`src/sv/tccc_pkg.sv`:
```
// ----------------------------------------------------------------------------
// Text console cursor controller package
// Shared constants, codes and types of the cursor controller.
// ----------------------------------------------------------------------------
package tccc_pkg;

   localparam int CELL_W   = 36;
   localparam int CELL_H   = 32;
   localparam int SIZE_W   = 12;
   localparam int COLOR_W  = 24;
   localparam int CURSOR_W = 7;
   localparam int CHAR_W   = 8;
   localparam int ACTION_W = 2;
   localparam int CMD_W    = 2;
   localparam int ADDR_W   = 2;
   localparam int REQ_DATA_W = 16;
   localparam int RSP_DATA_W = 80;

   localparam logic [ACTION_W-1:0] ACT_PUT   = 2'd0;
   localparam logic [ACTION_W-1:0] ACT_WORD  = 2'd1;
   localparam logic [ACTION_W-1:0] ACT_CLEAR = 2'd2;

   localparam logic [CMD_W-1:0] CMD_GLYPH  = 2'd0;
   localparam logic [CMD_W-1:0] CMD_FILL   = 2'd1;
   localparam logic [CMD_W-1:0] CMD_SCROLL = 2'd2;

   localparam logic [CHAR_W-1:0] CHAR_NEWLINE   = 8'd10;
   localparam logic [CHAR_W-1:0] CHAR_BACKSPACE = 8'd8;

   localparam logic [ADDR_W-1:0] REG_WIDTH  = 2'd0;
   localparam logic [ADDR_W-1:0] REG_HEIGHT = 2'd1;
   localparam logic [ADDR_W-1:0] REG_TEXT   = 2'd2;
   localparam logic [ADDR_W-1:0] REG_BACK   = 2'd3;

   localparam logic [SIZE_W-1:0]  RESET_WIDTH  = 12'd640;
   localparam logic [SIZE_W-1:0]  RESET_HEIGHT = 12'd480;
   localparam logic [COLOR_W-1:0] RESET_TEXT   = 24'hFFFFFF;
   localparam logic [COLOR_W-1:0] RESET_BACK   = 24'h000000;
   localparam logic [CURSOR_W-1:0] RESET_COLS  = CURSOR_W'(640 / CELL_W);

   localparam logic [SIZE_W-1:0] CELL_W_PIX = SIZE_W'(CELL_W);
   localparam logic [SIZE_W-1:0] CELL_H_PIX = SIZE_W'(CELL_H);

   // Width / 36 is (width / 4) / 9, and x / 9 equals (x * 1821) >> 14 for x below 1024.
   localparam logic [10:0] COLS_RECIP = 11'd1821;
   localparam int          COLS_SHIFT = 14;

   localparam logic [1:0] JOB_NONE  = 2'd0;
   localparam logic [1:0] JOB_GLYPH = 2'd1;
   localparam logic [1:0] JOB_ERASE = 2'd2;
   localparam logic [1:0] JOB_CLEAR = 2'd3;

   typedef struct packed {
      logic [1:0]          kind;
      logic                scroll;
      logic [CHAR_W-1:0]   glyph;
      logic [CURSOR_W-1:0] col;
      logic [CURSOR_W-1:0] row;
   } job_type;

   typedef struct packed {
      logic [SIZE_W-1:0]  width;
      logic [SIZE_W-1:0]  height;
      logic [COLOR_W-1:0] text_color;
      logic [COLOR_W-1:0] background_color;
   } cfg_type;

   function automatic logic [CURSOR_W-1:0] cols_of(input logic [SIZE_W-1:0] width);
      logic [20:0] prod;
      prod = width[SIZE_W-1:2] * COLS_RECIP;
      return prod[COLS_SHIFT +: CURSOR_W];
   endfunction

endpackage

```
`src/sv/text_console_cursor_controller_unit.sv`:
```
// ----------------------------------------------------------------------------
// Text console cursor controller
// Tracks a text cursor over 36x32-pixel cells and emits draw commands.
//
// Items come in on the req_ channel: the action in req_tuser, the character
// and the word length in req_tdata. Each item gives zero to three commands on
// the rsp_ channel, one transfer each, with rsp_tlast on the final one.
// The csr_ port writes the screen size and the two colors; a size write also homes the
// cursor. The user must make writes while no item is in flight; the block does not enforce it.
//
// The front end updates the cursor in the cycle an item is accepted and
// queues a job; the job passes through the queue and the output register
// before the first command appears. The command generator issues one
// command per cycle while the receiver does not stall. Items that give no
// command queue no job. The job queue lets items be taken while earlier
// commands still drain.
// Reset restores 640x480, white text on black and homes the cursor, with
// the queue and the output register empty. When the receiver stalls, the
// output register holds, the queue fills and req_tready then drops.
// ----------------------------------------------------------------------------
module text_console_cursor_controller_unit
   import tccc_pkg::*;
#(
   parameter int QUEUE_DEPTH = 2
)
(
   input  logic                  clock,
   input  logic                  reset,
   input  logic                  req_tvalid,
   output logic                  req_tready,
   input  logic [REQ_DATA_W-1:0] req_tdata,   // char_code, word_length
   input  logic [ACTION_W-1:0]   req_tuser,   // action
   output logic                  rsp_tvalid,
   input  logic                  rsp_tready,
   output logic [RSP_DATA_W-1:0] rsp_tdata,   // glyph, pos_x, pos_y, rect_width,
                                              // rect_height, color
   output logic [CMD_W-1:0]      rsp_tuser,   // command
   output logic                  rsp_tlast,
   input  logic                  csr_we,
   input  logic [ADDR_W-1:0]     csr_addr,
   input  logic [COLOR_W-1:0]    csr_wdata
);

   logic    push;
   job_type push_job;
   logic    queue_full;
   logic    pop;
   logic    head_valid;
   job_type head_job;
   cfg_type cfg;

   tccc_front u_front (
      .clock      (clock),
      .reset      (reset),
      .req_tvalid (req_tvalid),
      .req_tready (req_tready),
      .req_tdata  (req_tdata),
      .req_tuser  (req_tuser),
      .csr_we     (csr_we),
      .csr_addr   (csr_addr),
      .csr_wdata  (csr_wdata),
      .queue_full (queue_full),
      .push       (push),
      .push_job   (push_job),
      .cfg        (cfg)
   );

   tccc_queue #(
      .DEPTH (QUEUE_DEPTH)
   ) u_queue (
      .clock      (clock),
      .reset      (reset),
      .push       (push),
      .push_job   (push_job),
      .full       (queue_full),
      .pop        (pop),
      .head_valid (head_valid),
      .head_job   (head_job)
   );

   tccc_back u_back (
      .clock      (clock),
      .reset      (reset),
      .job_valid  (head_valid),
      .job        (head_job),
      .cfg        (cfg),
      .pop        (pop),
      .rsp_tvalid (rsp_tvalid),
      .rsp_tready (rsp_tready),
      .rsp_tdata  (rsp_tdata),
      .rsp_tuser  (rsp_tuser),
      .rsp_tlast  (rsp_tlast)
   );

endmodule

```
`src/sv/tccc_front.sv`:
```
// ----------------------------------------------------------------------------
// Cursor controller front end
// Holds the configuration and the cursor, accepts items and turns each one
// that gives a command into a job for the command generator.
// ----------------------------------------------------------------------------
module tccc_front
   import tccc_pkg::*;
(
   input  logic                  clock,
   input  logic                  reset,
   input  logic                  req_tvalid,
   output logic                  req_tready,
   input  logic [REQ_DATA_W-1:0] req_tdata,
   input  logic [ACTION_W-1:0]   req_tuser,
   input  logic                  csr_we,
   input  logic [ADDR_W-1:0]     csr_addr,
   input  logic [COLOR_W-1:0]    csr_wdata,
   input  logic                  queue_full,
   output logic                  push,
   output job_type               push_job,
   output cfg_type               cfg
);

   logic [SIZE_W-1:0]   width_ff, width_in;
   logic [SIZE_W-1:0]   height_ff, height_in;
   logic [COLOR_W-1:0]  text_ff, text_in;
   logic [COLOR_W-1:0]  back_ff, back_in;
   logic [CURSOR_W-1:0] cols_ff, cols_in;
   logic [CURSOR_W-1:0] col_ff, col_in;
   logic [CURSOR_W-1:0] row_ff, row_in;

   logic                accept;
   logic [CHAR_W-1:0]   char_code;
   logic [CHAR_W-1:0]   word_length;
   logic [CURSOR_W-1:0] rows;
   logic [CURSOR_W-1:0] col_next;
   logic [CURSOR_W-1:0] row_next;
   logic [CURSOR_W-1:0] col_inc;
   logic [CURSOR_W-1:0] row_inc;
   logic [CHAR_W:0]     word_end;
   logic                new_line;
   job_type             job;

   assign accept      = req_tvalid && !queue_full;
   assign req_tready  = !queue_full;
   assign char_code   = req_tdata[CHAR_W-1:0];
   assign word_length = req_tdata[2*CHAR_W-1:CHAR_W];
   assign rows        = height_ff[SIZE_W-1:SIZE_W-CURSOR_W];
   assign col_inc     = col_ff + CURSOR_W'(1);
   assign row_inc     = row_ff + CURSOR_W'(1);
   assign word_end    = {2'b00, col_ff} + {1'b0, word_length};

   always_comb begin
      job      = '0;
      job.kind = JOB_NONE;
      job.col  = col_ff;
      job.row  = row_ff;
      col_next = col_ff;
      row_next = row_ff;
      new_line = 1'b0;
      case (req_tuser)
         ACT_PUT: begin
            if (char_code == CHAR_NEWLINE) begin
               new_line = 1'b1;
            end else if (char_code == CHAR_BACKSPACE) begin
               if (col_ff != '0) begin
                  col_next = col_ff - CURSOR_W'(1);
                  job.kind = JOB_ERASE;
                  job.col  = col_ff - CURSOR_W'(1);
               end
            end else begin
               job.kind  = JOB_GLYPH;
               job.glyph = char_code;
               col_next  = col_inc;
               new_line  = (col_inc >= cols_ff);
            end
         end
         ACT_WORD: begin
            new_line = (col_ff != '0) && (word_end > {2'b00, cols_ff});
         end
         ACT_CLEAR: begin
            job.kind = JOB_CLEAR;
            col_next = '0;
            row_next = '0;
         end
         default: begin
         end
      endcase
      if (new_line) begin
         col_next = '0;
         if (row_inc >= rows) begin
            job.scroll = 1'b1;
            row_next   = (rows != '0) ? rows - CURSOR_W'(1) : '0;
         end else begin
            row_next = row_inc;
         end
      end
   end

   assign push     = accept && ((job.kind != JOB_NONE) || job.scroll);
   assign push_job = job;

   always_comb begin
      width_in  = width_ff;
      height_in = height_ff;
      text_in   = text_ff;
      back_in   = back_ff;
      cols_in   = cols_ff;
      col_in    = col_ff;
      row_in    = row_ff;
      if (csr_we) begin
         case (csr_addr)
            REG_WIDTH: begin
               width_in = csr_wdata[SIZE_W-1:0];
               cols_in  = cols_of(csr_wdata[SIZE_W-1:0]);
               col_in   = '0;
               row_in   = '0;
            end
            REG_HEIGHT: begin
               height_in = csr_wdata[SIZE_W-1:0];
               col_in    = '0;
               row_in    = '0;
            end
            REG_TEXT: begin
               text_in = csr_wdata;
            end
            REG_BACK: begin
               back_in = csr_wdata;
            end
            default: begin
            end
         endcase
      end else if (accept) begin
         col_in = col_next;
         row_in = row_next;
      end
   end

   always_ff @(posedge clock) begin
      if (reset) begin
         width_ff  <= RESET_WIDTH;
         height_ff <= RESET_HEIGHT;
         text_ff   <= RESET_TEXT;
         back_ff   <= RESET_BACK;
         cols_ff   <= RESET_COLS;
         col_ff    <= '0;
         row_ff    <= '0;
      end else begin
         width_ff  <= width_in;
         height_ff <= height_in;
         text_ff   <= text_in;
         back_ff   <= back_in;
         cols_ff   <= cols_in;
         col_ff    <= col_in;
         row_ff    <= row_in;
      end
   end

   assign cfg.width            = width_ff;
   assign cfg.height           = height_ff;
   assign cfg.text_color       = text_ff;
   assign cfg.background_color = back_ff;

endmodule

```
`src/sv/tccc_queue.sv`:
```
// ----------------------------------------------------------------------------
// Cursor controller job queue
// Short first-in first-out queue of jobs between the front end and the
// command generator.
// ----------------------------------------------------------------------------
module tccc_queue
   import tccc_pkg::*;
#(
   parameter int DEPTH = 2
)
(
   input  logic    clock,
   input  logic    reset,
   input  logic    push,
   input  job_type push_job,
   output logic    full,
   input  logic    pop,
   output logic    head_valid,
   output job_type head_job
);

   localparam int PTR_W   = $clog2(DEPTH);
   localparam int COUNT_W = $clog2(DEPTH + 1);

   job_type              entry_ff [DEPTH];
   logic [PTR_W-1:0]     wr_ptr_ff, wr_ptr_in;
   logic [PTR_W-1:0]     rd_ptr_ff, rd_ptr_in;
   logic [COUNT_W-1:0]   count_ff, count_in;
   logic                 do_push;
   logic                 do_pop;

   assign full       = (count_ff == COUNT_W'(DEPTH));
   assign head_valid = (count_ff != '0);
   assign head_job   = entry_ff[rd_ptr_ff];
   assign do_push    = push && !full;
   assign do_pop     = pop && head_valid;

   always_comb begin
      wr_ptr_in = wr_ptr_ff;
      rd_ptr_in = rd_ptr_ff;
      count_in  = count_ff;
      if (do_push) begin
         wr_ptr_in = (wr_ptr_ff == PTR_W'(DEPTH - 1)) ? '0 : wr_ptr_ff + PTR_W'(1);
      end
      if (do_pop) begin
         rd_ptr_in = (rd_ptr_ff == PTR_W'(DEPTH - 1)) ? '0 : rd_ptr_ff + PTR_W'(1);
      end
      if (do_push && !do_pop) begin
         count_in = count_ff + COUNT_W'(1);
      end else if (do_pop && !do_push) begin
         count_in = count_ff - COUNT_W'(1);
      end
   end

   always_ff @(posedge clock) begin
      if (reset) begin
         wr_ptr_ff <= '0;
         rd_ptr_ff <= '0;
         count_ff  <= '0;
      end else begin
         wr_ptr_ff <= wr_ptr_in;
         rd_ptr_ff <= rd_ptr_in;
         count_ff  <= count_in;
      end
   end

   always_ff @(posedge clock) begin
      if (do_push) begin
         entry_ff[wr_ptr_ff] <= push_job;
      end
   end

endmodule

```
`src/sv/tccc_back.sv`:
```
// ----------------------------------------------------------------------------
// Cursor controller command generator
// Expands each job into one to three draw commands and drives the result
// channel through an output register.
// ----------------------------------------------------------------------------
module tccc_back
   import tccc_pkg::*;
(
   input  logic                  clock,
   input  logic                  reset,
   input  logic                  job_valid,
   input  job_type               job,
   input  cfg_type               cfg,
   output logic                  pop,
   output logic                  rsp_tvalid,
   input  logic                  rsp_tready,
   output logic [RSP_DATA_W-1:0] rsp_tdata,
   output logic [CMD_W-1:0]      rsp_tuser,
   output logic                  rsp_tlast
);

   logic [1:0]            step_ff, step_in;
   logic                  valid_ff, valid_in;
   logic [RSP_DATA_W-1:0] data_ff;
   logic [CMD_W-1:0]      cmd_ff;
   logic                  last_ff;

   logic                  load;
   logic                  has_first;
   logic [1:0]            count;
   logic [1:0]            phase;
   logic                  last;
   logic [SIZE_W-1:0]     cell_x;
   logic [SIZE_W-1:0]     cell_y;
   logic [SIZE_W-1:0]     bottom_y;
   logic [CMD_W-1:0]      cmd;
   logic [CHAR_W-1:0]     glyph;
   logic [SIZE_W-1:0]     pos_x;
   logic [SIZE_W-1:0]     pos_y;
   logic [SIZE_W-1:0]     rect_w;
   logic [SIZE_W-1:0]     rect_h;
   logic [COLOR_W-1:0]    color;

   assign has_first = (job.kind != JOB_NONE);
   assign count     = {job.scroll, 1'b0} + {1'b0, has_first};
   assign phase     = step_ff - {1'b0, has_first};
   assign last      = (step_ff == count - 2'd1);
   assign load      = job_valid && (!valid_ff || rsp_tready);
   assign pop       = load && last;

   assign cell_x   = {job.col, 5'b00000} + {3'b000, job.col, 2'b00};
   assign cell_y   = {job.row, 5'b00000};
   assign bottom_y = (cfg.height >= CELL_H_PIX) ? cfg.height - CELL_H_PIX : '0;

   always_comb begin
      cmd    = CMD_FILL;
      glyph  = '0;
      pos_x  = '0;
      pos_y  = '0;
      rect_w = '0;
      rect_h = '0;
      color  = '0;
      if (has_first && (step_ff == 2'd0)) begin
         case (job.kind)
            JOB_GLYPH: begin
               cmd   = CMD_GLYPH;
               glyph = job.glyph;
               pos_x = cell_x;
               pos_y = cell_y;
               color = cfg.text_color;
            end
            JOB_ERASE: begin
               pos_x  = cell_x;
               pos_y  = cell_y;
               rect_w = CELL_W_PIX;
               rect_h = CELL_H_PIX;
               color  = cfg.background_color;
            end
            default: begin
               rect_w = cfg.width;
               rect_h = cfg.height;
               color  = cfg.background_color;
            end
         endcase
      end else if (phase == 2'd0) begin
         cmd    = CMD_SCROLL;
         rect_w = cfg.width;
         rect_h = CELL_H_PIX;
      end else begin
         pos_y  = bottom_y;
         rect_w = cfg.width;
         rect_h = CELL_H_PIX;
         color  = cfg.background_color;
      end
   end

   always_comb begin
      step_in  = step_ff;
      valid_in = valid_ff;
      if (load) begin
         step_in  = last ? 2'd0 : step_ff + 2'd1;
         valid_in = 1'b1;
      end else if (rsp_tready) begin
         valid_in = 1'b0;
      end
   end

   always_ff @(posedge clock) begin
      if (reset) begin
         step_ff  <= '0;
         valid_ff <= 1'b0;
      end else begin
         step_ff  <= step_in;
         valid_ff <= valid_in;
      end
   end

   always_ff @(posedge clock) begin
      if (load) begin
         data_ff <= {color, rect_h, rect_w, pos_y, pos_x, glyph};
         cmd_ff  <= cmd;
         last_ff <= last;
      end
   end

   assign rsp_tvalid = valid_ff;
   assign rsp_tdata  = data_ff;
   assign rsp_tuser  = cmd_ff;
   assign rsp_tlast  = last_ff;

endmodule

```
`config.mk`:
```
export PLATFORM = sky130hd
export DESIGN_NAME = text_console_cursor_controller_unit
export DESIGN_NICKNAME = d
export VERILOG_FILES = /design/src/sv/tccc_pkg.sv /design/src/sv/text_console_cursor_controller_unit.sv /design/src/sv/tccc_front.sv /design/src/sv/tccc_queue.sv /design/src/sv/tccc_back.sv
export SDC_FILE = /design/constraint.sdc
export NUM_CORES = 1
export LEC_CHECK = 0
export BUFFER_PORTS_ARGS = -buffer_cell sky130_fd_sc_hd__buf_2
export CAP_MARGIN = 20
export CORE_MARGIN = 3
export CORE_UTILIZATION = 59
export DETAILED_ROUTE_END_ITERATION = 16
export PLACE_DENSITY = 0.8
export SLEW_MARGIN = 0
export SYNTH_ARGS = -nofsm -noshare
export SYNTH_HDL_FRONTEND = slang
export SYNTH_SLANG_ARGS = --single-unit
```
`constraint.sdc`:
```
create_clock -name clock -period 5.7 [get_ports clock]
set_input_delay 0.57 -clock clock [delete_from_list [all_inputs] [get_ports clock]]
set_output_delay 0.57 -clock clock [all_outputs]
set_load 0.1 [all_outputs]
```
---- Word level (Yosys, flattened, before mapping) ----
Memories as Yosys holds them, arrays and structs flattened. A register that Yosys moved wholly into a read port is not among the register bits.
Index checks and enable logic that the tools add are counted.
operators by class
  reduce and logical (&&, ||, !) cells .... 40
  equal/unequal tests ..................... 13
  multipliers ............................. 1
  add/sub/neg operators ................... 15
  $lt $le $gt $ge ......................... 4
  muxes and demuxes ....................... 51
operators by type and width
  kind                      number
  $mux W7                   14
  $mux W24                  3
  $mux W12                  5
  $pmux W12 S2              2
  $mux W15                  2
  $mul A10 B11 Y21 const B  1
  $eq A8 B4 Y1 const B      2
  $mux W2                   8
  $add A7 B1 Y7 const B     2
  $ge A7 B7 Y1              2
  $pmux W7 S2               1
  $reduce_bool A7 Y1        2
  $sub A7 B1 Y7 const B     2
  $mux W1                   13
  $add A12 B9 Y12           1
  $ge A12 B6 Y1 const B     1
  $reduce_and A2 Y1         6
  $reduce_bool A2 Y1        6
  $sub A12 B6 Y12 const B   1
  $eq A2 B2 Y1 const B      5
  $logic_and A1 B1 Y1       10
  $add A7 B8 Y9             1
  $gt A9 B7 Y1              1
  $logic_not A2 Y1          4
  other kinds (19)          29
word-level totals
  memories kept ........................... 1
  output and inout port bits .............. 85
  bits in registers ....................... 183
  bits of input ports ..................... 49
  word-level logic and storage cells ...... 143
  memory bits (writable) .................. 50
memory list
  memory            depth  bits a word  read ports  clocked after Yosys merged registers in  write ports  line              text
  u_queue.entry_ff  2      25           1           1                                        1            tccc_queue.sv:25  job_type entry_ff [DEPTH];

---- Depth between registers and ports, before layout ----
Gate-level depths: netlist of run 1.
  word-level depth ........................ 13
  gate-level depth with buffers ........... 19
  mapped depth without buffers ............ 19

---- Modules after synthesis ----
A second synthesis of run 1 with hierarchy kept.
second synthesis, totals
  cell total of the unflattened synthesis .. 1,212
  area, all modules ....................... 12,664.6 um^2
by module, submodules not included
  module      sequential area each (um^2)  cells each  area an instance (um^2)  instances
  tccc_front  1,861.8                      848         6,962.9                  1
  tccc_back   2,492.4                      261         3,681.0                  1
  tccc_queue  1,601.5                      103         2,020.7                  1

---- Worst setup path before layout of run 1 ----
OpenSTA, ideal clock, no wires.
  path type ............................... input port to flip-flop
  from .................................... input port csr_wdata[6]
  to ...................................... register u_front.cols_ff[2]
  required time ........................... 5.568 ns
  path buffers ............................ 0
  path slack .............................. 0.923 ns
  arrival ................................. 4.645 ns
  stages on the path ...................... 15
  library setup time ...................... 0.132 ns
  cell sequence ........................... fa_1 > ha_1 > inv_1 > fa_1 > fa_1 > inv_1 > fa_1 > ha_1 > a2111o_1 > a211o_1 > o22ai_1 > o21bai_1 > a211o_1 > o2111ai_1 > a21oi_1
on the way
  word-level cells in the longest chain between the ends .. 1
RTL lines
  what                  line                                       text
  from (decl)           text_console_cursor_controller_unit.sv:41  input logic [COLOR_W-1:0] csr_wdata
  $mul A10 B11 Y21      tccc_pkg.sv:70                             prod = width[SIZE_W-1:2] * COLS_RECIP;
  to (signal assigned)  tccc_front.sv:153                          cols_ff <= cols_in;
  to (decl)             tccc_front.sv:28                           logic [CURSOR_W-1:0] cols_ff, cols_in;
No other way between the ends.
A chain may end at the register's enable or synchronous reset.

---- Worst setup path in the final report of run 1 ----
  from .................................... input port csr_wdata[6]
  to ...................................... register u_front.cols_ff[4]
Same word-level chain as after synthesis.

==> run metrics, run 1 <==
switch share 50.1%; area leader, netlist edfxtp_1; num ports 134; vias in the first global route 9,254; Setup Skew 18.3 ps; Post-Synth Adder-Cell Area 15.9%; RSZ-0062 raised after global routing false; CTS buffer count 24; commonest non-fill, non-tap cell in the layout nand2_1; H-tree Lvls 1; fin crit share 85.4%; router iterations before antenna repair 5; # Post-CTS Setup Buffers 0; Resized cells post-CTS 0; core area 20,400 sq um; die area 22,800 sq um; Max Freq 205 MHz; async set-reset flop share out of synthesis 0%; Leakage 5.96 nW; Ys Warns 0; GPL Wtd Cong 0.914; global-route wire length before repair 47,500 microns; Layout Cells excl Fill 1,639; Tmin final 4870 ps; crit-path cells buf_2, fa_1, ha_1, inv_1, fa_1, fa_1, inv_1, fa_1, ha_1, a2111o_1, a211o_1, o22ai_1, o211ai_1, a21oi_1, xor2_1, o21ai_0; Worst Path Arrival 5240 ps; 1st-iter DRT viols 769; CTS tree built; drt total wl 29,300 microns; most frequent cells in the layout nand2_1 (219), buf_2 (131), edfxtp_1 (131), ha_1 (109), dfxtp_1 (101); share of power burned in registers 30.5%; Final Max Tran Viols 0; Std-Cell Rows 52; Residual DRC 0; worst IR drop on VDD 0.000445 V; synth-to-layout area growth 13.6%; Cells after Synth 1,232; CP most frequent cell fa_1; Critical Path Source Type input port; Die X 151 microns; Yosys cell types 63; Worst Setup Path Type in -> reg; final core occ 68.9%; dpl cell area 13,300 sq um; Crit path largest cell delay 630 ps; Routed Antenna Nets 0; NumNets Final 1,539; post-synthesis mux area share 2.42%; complex-gate fraction of the synthesized area 10.6%; Detail Placement HPWL 20,600 microns; Die Y-Extent 151 microns; # clock sinks 232; outcome completed; combinational family with the most area after synthesis simple AND/OR/NAND/NOR gates; clk buf depth 3; Hold Slack 263 ps; initial antenna violation count 1; DP Cell Count 1,594; CTS Hold Bufs 0; P_int 3.95 mW; PortBufs 131; crit path max fanout 9; Slew @ Worst Pin 1120 ps; cell area after synthesis 12,400 sq um; worst skew pair latency 530 ps; Pwr per Cell Area 562 nW/um^2; All-Layer GR Usage 26.0%; Place WS 362 ps; Net Switching 3.96 mW; Simple-Gate Fraction of Synth Area 16.0%; final setup TNS 0 ps; Clk network pwr share 19.4%; XOR/XNOR Fraction of Synth Area 2.54%; clk slew on worst S/H paths 60 ps; final setup fails 0; sequential element share of the synthesized area 48.1%; GRT overflow 0; worst path required time 6070 ps; drt wl/cell 17.9 microns; largest net degree at the start of global routing 82; Power, Total 7.91 mW; share of cells above drive strength 1 14.7%; CP Capture Type flip-flop; number of synthesized flops with an enable pin 131; HP Class in -> reg; Final Hold Viols 0; most common flop cell mapped by yosys edfxtp_1; PnR worst setup slack 830 ps; max_cap viols 0; antenna diode count 0; worst relative slew slack 25.2%; Seq cells post-synth 232; syn avg cell area 10.1 sq um; clock root cell clkbuf_16; Combinational Power Share 50.1%; CP max stage cell fa_1; Fill cells 1,567; post-route cell area 14,100 sq um; share of the synthesized area in the top cell type 31.7%; top cells by area, synth edfxtp_1 (32%), dfxtp_1 (16%), ha_1 (11%), nand2_1 (6.6%), fa_1 (4.8%); vias per std cell 5.73; Initial Util 60.7%; via count 9,394
[cells in the mapped netlist, types with 22 or more instances]
| master | instances |
|---|---|
| xnor2_1 | 22 |
| edfxtp_1 | 131 |
| inv_1 | 87 |
| fa_1 | 30 |
| nand2_1 | 219 |
| and2_1 | 32 |
| ha_1 | 109 |
| dfxtp_1 | 101 |
| nand3_1 | 39 |
| nor2_1 | 65 |
| clkbuf_1 | 46 |
| a21oi_1 | 78 |
| o21ai_0 | 51 |
[cell type report]
class                           count  area, sq um  share of cell area, %
Clock buffer                       37          691                   4.90
Clock inverter                      7         77.6                  0.551
Inverter                           88          332                   2.35
Multi-Input combinational cell    858         5890                   41.8
Sequential cell                   232         5960                   42.3
Tap cell                          270          338                   2.40
Timing Repair Buffer              147          796                   5.65
[routing by layer]
layer / vias to the layer above / global-route usage [%] / wire, microns
met5: - / 0 / 7
met3: 60 / 3.35 / 1790
met2: 324 / 43.6 / 14200
li1: 4517 / - / -
met1: 4491 / 35.8 / 12500
met4: 2 / 7.57 / 765
[final timing paths]
| check | start | endpoint | slack [ps] | depth (start not counted) |
|---|---|---|---|---|
| hold / removal | csr_wdata[12] | u_front.text_ff[12] | 260 | 3 |
| hold reg to reg | u_front.width_ff[8] | u_front.width_ff[8] | 450 | 2 |
| setup / recovery | csr_wdata[6] | u_front.cols_ff[4] | 830 | 16 |
| setup reg to reg | u_front.col_ff[1] | u_front.row_ff[2] | 1060 | 15 |
[kinds of logic after synthesis]
group           Yosys count
compound gates          214
simple gates            438
mux                      29
xor+xnor                 36
other cells               1
flops                   232
fa+ha+maj               139
buf+inv                 143
[flip-flops by register name (all words and copies together) (netlist names), named ones only]
register and count:
u_front.width_ff 12, u_front.height_ff 12, u_front.cols_ff 7, u_queue.count_ff 2
u_back.rsp_tvalid 1, u_queue.rd_ptr_ff 1, u_back.rsp_tuser 2, u_front.col_ff 7
u_back.rsp_tdata 78, u_queue.wr_ptr_ff 1, u_front.back_ff 24, u_front.text_ff 24
u_front.row_ff 7, u_back.step_ff 2, u_back.rsp_tlast 1, u_queue.entry_ff 50
[power by group through the flow]
stage / clock, mW / combinational [mW] / sequential [mW]
finish: 1.53 / 3.96 / 2.41
global route: 1.62 / 4.22 / 2.45
CTS: 1.54 / 3.93 / 2.42
global placement: 0 / 3.85 / 2.44
detailed placement: 0 / 3.91 / 2.45
floorplan: 0 / 1.21 / 4.44
[worst max-delay path, delay by kind of cell]
| kind | cells | cell delay (ps) |
|---|---|---|
| xor gates and xnor gates | 1 | 150 |
| buffers and inverters | 3 | 320 |
| adders and majority gates | 6 | 2570 |
| AOI/OAI and AO/OA | 6 | 1630 |
No activity file was read; power rests on OpenSTA's default activity.
==> run 2, diff against run 1 <==
CORE_UTILIZATION = 54   (was 59)
PLACE_DENSITY = not set   (was 0.8)
PLACE_DENSITY_LB_ADDON = 0.08   (was not set)
clock period = 4.3 ns   (was 5.7 ns; I/O delays follow)
==> run 2 against run 1 <==
  * Final cell count grew 2.7%
  * Critical path depth grew 2
  * Die area grew 8.9%
  * Register-to-register slack lost 790 ps
  * Critical endpoint is now u_front.cols_ff[5]
  * Highest routed layer unchanged
==> run metrics, run 2 (synthesis results as in run 1) <==
Routed Antenna Nets 0 (unchanged); 1st-iter DRT viols 609 (-21%); worst relative slew slack 28.9% (+3.7 points); Residual DRC 0 (unchanged); worst IR drop on VDD 0.000657 V (+48%); worst skew pair latency 530 ps (about the same); die area 24,800 sq um (+8.9%); outcome completed; final core occ 65.3% (-3.6 points); core area 22,200 sq um (+8.5%); CP most frequent cell fa_1; router iterations before antenna repair 5 (unchanged); Worst Path Arrival 4540 ps (-700 ps); Setup Skew 11.4 ps (-6.97 ps); largest net degree at the start of global routing 61 (-26%); final setup fails 0 (unchanged); Detail Placement HPWL 20,300 microns (-1.5%); All-Layer GR Usage 22.8% (-3.2 points); Critical Path Source Type input port; Max Freq 243 MHz; CTS tree built; crit-path cells clkbuf_4, ha_4, inv_1, fa_1, fa_1, inv_1, fa_1, inv_2, fa_1, inv_1, ha_2, o211ai_1, a21oi_1, o22ai_4, o211ai_1, nand2_1, or4_1, o311ai_0; Layout Cells excl Fill 1,684 (+2.7%); fin crit share 95.9%; H-tree Lvls 1 (unchanged); vias in the first global route 8,885 (-4.0%); Crit path largest cell delay 500 ps (-130 ps); RSZ-0062 raised after global routing false; Pwr per Cell Area 738 nW/um^2 (+31%); clk buf depth 3 (unchanged); NumNets Final 1,571 (+2.1%); Die X 157 microns (+4.3%); met3 wire len 1560 microns (-13%); max_cap viols 0 (unchanged); GRT overflow 0 (unchanged); synth-to-layout area growth 16.8%; worst path bufs/invs 5 (+2); drt wl/cell 16.8 microns (-6.0%); Die Y-Extent 157 microns (+4.3%); num ports 134 (unchanged); initial antenna violation count 3 (+2); Met1 Wirelength 12,900 microns (+2.9%); most frequent cells in the layout nand2_1 (219), edfxtp_1 (131), buf_2 (130), ha_1 (105), dfxtp_1 (101); Initial Util 55.9% (-4.7 points); max reg flops 78 (unchanged); Slew @ Worst Pin 1060 ps (-55.0 ps); Std-Cell Rows 54 (+3.8%); commonest non-fill, non-tap cell in the layout nand2_1; top layer in use met5; Power, Total 10.7 mW (+35%); crit path max fanout 5 (-4); worst path required time 4720 ps (-1350 ps); Tmin final 4120 ps; GPL Wtd Cong 0.870 (-4.8%); vias per std cell 5.51 (-3.9%); Worst Setup Path Type in -> reg; met2 routed WL 13,400 microns (-5.7%); CP delay by family, top adder cells; CP max stage cell fa_1; # clock sinks 232 (unchanged); CP Capture Type flip-flop; global-route wire length before repair 45,500 microns (-4.2%); HP Class in -> reg; drt total wl 28,300 microns (-3.4%); CTS buffer count 25 (+4.2%); PortBufs 131 (unchanged); clock root cell clkbuf_16; Final Hold Viols 0 (unchanged); clk slew on worst S/H paths 60 ps (about the same); # Post-CTS Setup Buffers 0 (unchanged); Final Max Tran Viols 0 (unchanged); share of cells above drive strength 1 17.7% (+3.0 points); DP Cell Count 1,636 (+2.6%); via count 9,280 (-1.2%); Leakage 6.15 nW (+3.2%)
==> run 2: cell count changes in the layout (fill, tap and decap cells not counted), sizes merged <==
cell	previous run	this run
inv	88	87
buf	147	177
clkinv	6	11
clkbuf	37	34
diode	0	2
bufinv	1	3
==> run 2: repair_timing <==
action | CTS | global route
resized for setup | 0 | 9
endpoints found under the setup margin | 0 | 4
hold buffers | 0 | 0
==> run 2: worst register-to-register path, stage by stage, from the launching register on <==
cell and delay, ps:
dfxtp_1 370, ha_1 190, inv_1 50, fa_1 400, nor2b_1 170, o31a_1 190
o21a_1 120, nor2_1 40, xnor2_1 130, ha_1 200, a211oi_1 250, o211ai_1 130
o21ai_0 180, o311ai_0 330, nand3_1 240, a21oi_1 120, ha_1 330, or3_1 380
a21oi_1 140
==> run 2: area by class of cell <==
| class | instances | area [sq um] |
|---|---|---|
| timing repair buffer | 178 | 1040 |
| inverter | 88 | 332 |
| fill | 1830 | 7680 |
| multi-input combinational | 858 | 5950 |
| sequential | 232 | 5960 |
| clock inverter | 13 | 161 |
| antenna | 2 | 5.00 |
| clock buffer | 33 | 686 |
| tap | 280 | 350 |
==> run 2: through the flow <==
stage | area (sq um) | hold WS [ps] | TNS, ps | worst slack (ps)
5_1_grt | 14500 | 103 | 0 | 0.631
2_1_floorplan | 12400 | 432 | -97.4 | -55.4
4_1_cts | 14400 | 84.5 | 0 | 167
3_5_place_dp | 13600 | 444 | -2270 | -379
3_3_place_gp | 13600 | 437 | -1970 | -341
6_report | 14500 | 113 | 0 | 178
==> run 2: worst paths after layout <==
check | startpoint | depth (start not counted) | endpoint | slack, ps
max | csr_wdata[10] | 18 | u_front.cols_ff[5] | 180
max reg2reg | u_front.col_ff[0] | 18 | u_queue.count_ff[1] | 270
min reg2reg | u_front.width_ff[1] | 2 | u_front.width_ff[1] | 450
min | reset | 2 | u_front.cols_ff[2] | 110
==> run 2: per-layer routing <==
| metal | up-vias | global-route usage (%) |
|---|---|---|
| met5 | - | 0 |
| met1 | 4407 | 32.1 |
| li1 | 4582 | - |
| met3 | 39 | 3.35 |
| met2 | 250 | 37.5 |
| met4 | 2 | 5.58 |
==> run 2: report_power, final <==
part	leakage, nW	switching, mW	internal (mW)	total, mW
combinational	3.66	4.22	1.08	5.30
clock	0.421	0.872	1.31	2.18
sequential	2.07	0.161	3.04	3.20
total	6.15	5.25	5.43	10.7
